`config.mk`:
```
export PLATFORM = sky130hd
export DESIGN_NAME = frt_ctrl
export DESIGN_NICKNAME = d
export VERILOG_FILES = /design/src/rtl/core/frt_pkg.sv /design/src/rtl/core/frt_ctrl.sv
export SDC_FILE = /design/constraint.sdc
export NUM_CORES = 1
export LEC_CHECK = 0
export BUFFER_PORTS_ARGS = -buffer_cell sky130_fd_sc_hd__buf_2
export CAP_MARGIN = 0
export CELL_PAD_IN_SITES_DETAIL_PLACEMENT = 1
export CELL_PAD_IN_SITES_GLOBAL_PLACEMENT = 1
export CORE_MARGIN = 3
export CORE_UTILIZATION = 22
export DETAILED_ROUTE_END_ITERATION = 8
export GPL_ROUTABILITY_DRIVEN = 1
export PLACE_DENSITY = 0.71
export SLEW_MARGIN = 10
export SYNTH_ARGS = -nofsm -noshare
export SYNTH_HDL_FRONTEND = slang
export SYNTH_SLANG_ARGS = --single-unit
```
`constraint.sdc`:
```
create_clock -name clk -period 1.1 [get_ports clk]
set_input_delay 0.22 -clock clk [delete_from_list [all_inputs] [get_ports clk]]
set_output_delay 0.22 -clock clk [all_outputs]
set_load 0.01 [all_outputs]
```
`src/rtl/core/frt_pkg.sv`:
```
package frt_pkg;

  localparam int SLOTS_DEF = 16;

  localparam logic [1:0] OP_RAISE   = 2'd0;
  localparam logic [1:0] OP_CLEAR   = 2'd1;
  localparam logic [1:0] OP_RDFIRST = 2'd2;
  localparam logic [1:0] OP_RDSLOT  = 2'd3;

  localparam logic [2:0]  UNCLR_RST = 3'd3;
  localparam logic [31:0] SEQ_MAX   = 32'hFFFF_FFFF;

  // identity fields sit in the top bits of a record
  localparam int ID_W = 8 + 16 + 16 + 3 + 32 + 32 + 64 + 32;

  typedef struct packed {
    logic [7:0]  source;
    logic [15:0] code;
    logic [15:0] site;
    logic [2:0]  severity;
    logic [31:0] epoch;
    logic [31:0] parent;
    logic [63:0] args;
    logic [31:0] arg3;
    logic [31:0] seq;
    logic [31:0] occ;
    logic [31:0] lctl;
    logic [31:0] lts;
  } rec_t;

  typedef struct packed {
    logic load;
    logic scan_init;
    logic step;
    logic append;
    logic clr_end;
    logic fail;
    logic emit;
  } cmd_t;

  typedef struct packed {
    logic [1:0] op;
    logic       code_zero;
    logic       empty;
    logic       last;
    logic       hit;
    logic       slot_ok;
    logic       first_zero;
    logic       out_free;
  } sts_t;

  function automatic logic [31:0] sat_inc(input logic [31:0] v);
    return (v == SEQ_MAX) ? v : v + 32'd1;
  endfunction

endpackage

```
`src/rtl/core/frt_ctrl.sv`:
```
module frt_ctrl
  import frt_pkg::*;
(
  input  logic clk,
  input  logic rst_n,
  input  logic in_valid,
  output logic in_ready,
  input  sts_t sts,
  output cmd_t cmd
);

  localparam logic [2:0] S_IDLE   = 3'd0;
  localparam logic [2:0] S_START  = 3'd1;
  localparam logic [2:0] S_RD     = 3'd2;
  localparam logic [2:0] S_CMP    = 3'd3;
  localparam logic [2:0] S_APPEND = 3'd4;
  localparam logic [2:0] S_CLREND = 3'd5;
  localparam logic [2:0] S_FAIL   = 3'd6;
  localparam logic [2:0] S_FIN    = 3'd7;

  logic [2:0] state_r, state_nxt;

  always_ff @(posedge clk) begin
    if (!rst_n) begin
      state_r <= S_IDLE;
    end else begin
      state_r <= state_nxt;
    end
  end

  always_comb begin
    state_nxt = state_r;
    cmd       = '0;
    in_ready  = 1'b0;
    case (state_r)
      S_IDLE: begin
        in_ready = 1'b1;
        if (in_valid) begin
          cmd.load  = 1'b1;
          state_nxt = S_START;
        end
      end
      S_START: begin
        case (sts.op)
          OP_RAISE: begin
            if (sts.code_zero) begin
              state_nxt = S_FAIL;
            end else begin
              cmd.scan_init = 1'b1;
              state_nxt     = sts.empty ? S_APPEND : S_RD;
            end
          end
          OP_CLEAR: begin
            cmd.scan_init = 1'b1;
            state_nxt     = sts.empty ? S_CLREND : S_RD;
          end
          OP_RDFIRST: begin
            if (sts.first_zero || sts.empty) begin
              state_nxt = S_FAIL;
            end else begin
              cmd.scan_init = 1'b1;
              state_nxt     = S_RD;
            end
          end
          default: begin
            state_nxt = sts.slot_ok ? S_RD : S_FAIL;
          end
        endcase
      end
      S_RD: begin
        state_nxt = S_CMP;
      end
      S_CMP: begin
        cmd.step = 1'b1;
        case (sts.op)
          OP_RAISE:   state_nxt = sts.hit ? S_FIN : (sts.last ? S_APPEND : S_RD);
          OP_CLEAR:   state_nxt = sts.last ? S_CLREND : S_RD;
          OP_RDFIRST: state_nxt = sts.hit ? S_FIN : (sts.last ? S_FAIL : S_RD);
          default:    state_nxt = S_FIN;
        endcase
      end
      S_APPEND: begin
        cmd.append = 1'b1;
        state_nxt  = S_FIN;
      end
      S_CLREND: begin
        cmd.clr_end = 1'b1;
        state_nxt   = S_FIN;
      end
      S_FAIL: begin
        cmd.fail  = 1'b1;
        state_nxt = S_FIN;
      end
      S_FIN: begin
        if (sts.out_free) begin
          cmd.emit  = 1'b1;
          state_nxt = S_IDLE;
        end
      end
      default: begin
        state_nxt = S_IDLE;
      end
    endcase
  end

endmodule

```
==> results.json <==
{
  "status": "finished, violations left",
  "violations": "negative setup slack",
  "ys_seq_area_frac": 0.192,
  "setup_viol": 11,
  "largest_register": "state_r",
  "hp-class": "in2reg",
  "cts_sinks": 3,
  "synth-edff-count": 0,
  "leakagePower_uw": 0.000325,
  "ys_types": 30,
  "antenna_found_initial": 0,
  "finalHoldViolations": 0,
  "hold_slack_ns": 0.249,
  "largest_reg_flops": 3,
  "syn_inst": 45,
  "p_per_area_nw_per_um2": 1410,
  "final_util": 0.532,
  "layout_commonest_cell": "buf_2",
  "cp-end-kind": "primary output",
  "synthesis.area_sq_um": 313,
  "gp_congestion": 0.745,
  "finalCritPeriodShare": 1.29,
  "max_freq_mhz": 706,
  "final_cell_mix": "16 x buf_2, 9 x buf_4, 8 x buf_6",
  "fin_ws_ns": -0.316,
  "coreArea_sq_um": 1220,
  "cts-htree-levels": 1,
  "routed_via_density": 5.22,
  "syn_avg_cell_area_sq_um": 6.95,
  "synth-main-ff-cell": "dfxtp_1",
  "nNetsFinal": 92,
  "start_kind": "input pin",
  "die_x_um": 43.7,
  "worst_pin_slew_ns": 0.281,
  "n_fill_cell": 163,
  "die-area_sq_um": 1910,
  "slew_violations": 0,
  "crit_path_max_fanout": 2,
  "ant_nets": 0,
  "wire_per_inst_um": 15.7,
  "cap_viol_max_count": 0,
  "cts-root-buf": "clkbuf_4",
  "power_uw": 910,
  "drtIter0Drc": 3,
  "grt_max_degree": 10,
  "async_reset_ff_frac": 0,
  "drtPass1Iterations": 4,
  "drc": 0,
  "core.rowCount": 12,
  "die_h_um": 43.7,
  "drt_wl_total_um": 1460,
  "syn2layout_area_growth_pct": 107,
  "cts.clk_slew.worst_paths_ns": 0.03,
  "crit_arrival_ns": 1.20,
  "clock_skew_ns": 0.00572,
  "grt_usage": 0.158,
  "max_slew_margin": 0.811,
  "rsz0062_at_grt": "true",
  "cp.required_ns": 0.88,
  "clk_path_buf_depth": 2,
  "vias": 485,
  "ys_ff_latch": 3,
  "grt_pass1_vias": 498,
  "io_buffer_count": 19,
  "layout-drive-gt1-share": 0.608,
  "grt_first_pass_wirelength_um": 2160,
  "num_io_pins": 20,
  "yosysWarnings": 0,
  "grt-ovfl-total": 0,
  "synth.net_count": 57,
  "cts-buffers-inserted": 3,
  "clkLatencyLatePin_ns": 0.24,
  "min_period_ns": 1.42,
  "critPathKind": "in2out",
  "largestRegisters": "state_r: 3 flops",
  "vdd_drop_max_v": 0.000464,
  "initial_core_util": 0.257,
  "cts_tree": "done",
  "diodes": 0
}
[power by group]
group / total, uW / switching, uW / leakage [uW] / internal, uW
Clock: 199 / 62.9 / 0.0000150 / 136
Combinational: 502 / 218 / 0.000283 / 284
Sequential: 208 / 63.4 / 0.0000267 / 145
[synth_stat cells, types with 2 or more instances]
| library cell | instances | area share |
|---|---|---|
| nor2_1 | 3 | 0.036 |
| clkbuf_1 | 3 | 0.036 |
| o21ai_0 | 3 | 0.048 |
| nand2_1 | 6 | 0.072 |
| nand2b_1 | 2 | 0.040 |
| dfxtp_1 | 3 | 0.19 |
| a21boi_0 | 2 | 0.048 |
[cells by family after synthesis]
kind of cell | after synthesis | share of synthesized area
flip-flops | 3 | 0.192
AO/OA/AOI/OAI | 14 | 0.324
buffers and inverters | 4 | 0.0480
AND/OR/NAND/NOR | 24 | 0.436
[through the flow]
step,std cells,cell area [sq um],setup slack (ns),setup TNS (ns)
final,93,647,-0.316,-1.52
after detailed placement,81,469,-0.370,-1.20
after CTS,91,599,-0.328,-1.42
after global placement,81,469,-0.327,-0.831
after floorplan,45,323,-0.139,-0.263
after global routing,93,647,-0.342,-1.97
[layout make-up]
class / count / area [sq um] / area share
inverter: 1 / 3.75 / 0.00580
tap: 14 / 17.5 / 0.0271
multi-input combinational: 38 / 290 / 0.449
sequential: 3 / 71.3 / 0.110
clock buffer: 4 / 26.3 / 0.0406
timing repair buffer: 33 / 238 / 0.368
[worst paths after layout]
kind | start | endpoint | slack, ns | cells after the start
worst max-delay path | sts[1] | cmd[5] | -0.32 | 5
worst min register to register | state_r[0] | state_r[2] | 0.66 | 3
worst max register to register | state_r[2] | state_r[1] | -0.09 | 4
worst min-delay path | rst_n | state_r[0] | 0.25 | 3
[worst max-delay path, stage by stage]
cell and delay (ns):
buf_6 0.09, or4b_4 0.52, o21ai_1 0.08, and3_1 0.16
buf_2 0.13
[routing by layer]
layer | part of all wire | track usage
met5 | 0 | 0
met4 | 0.024 | 0.0964
met3 | 0.029 | 0.0373
met2 | 0.56 | 0.305
met1 | 0.39 | 0.143
[timing repair]
action / in CTS / in global routing
pin swaps: 5 / 6
buffers inserted: 6 / 2
resized for setup: 20 / 8
hold buffers: 0 / 0
endpoints found under the setup margin: 11 / 11
No activity file was read; power rests on OpenSTA's default activity.
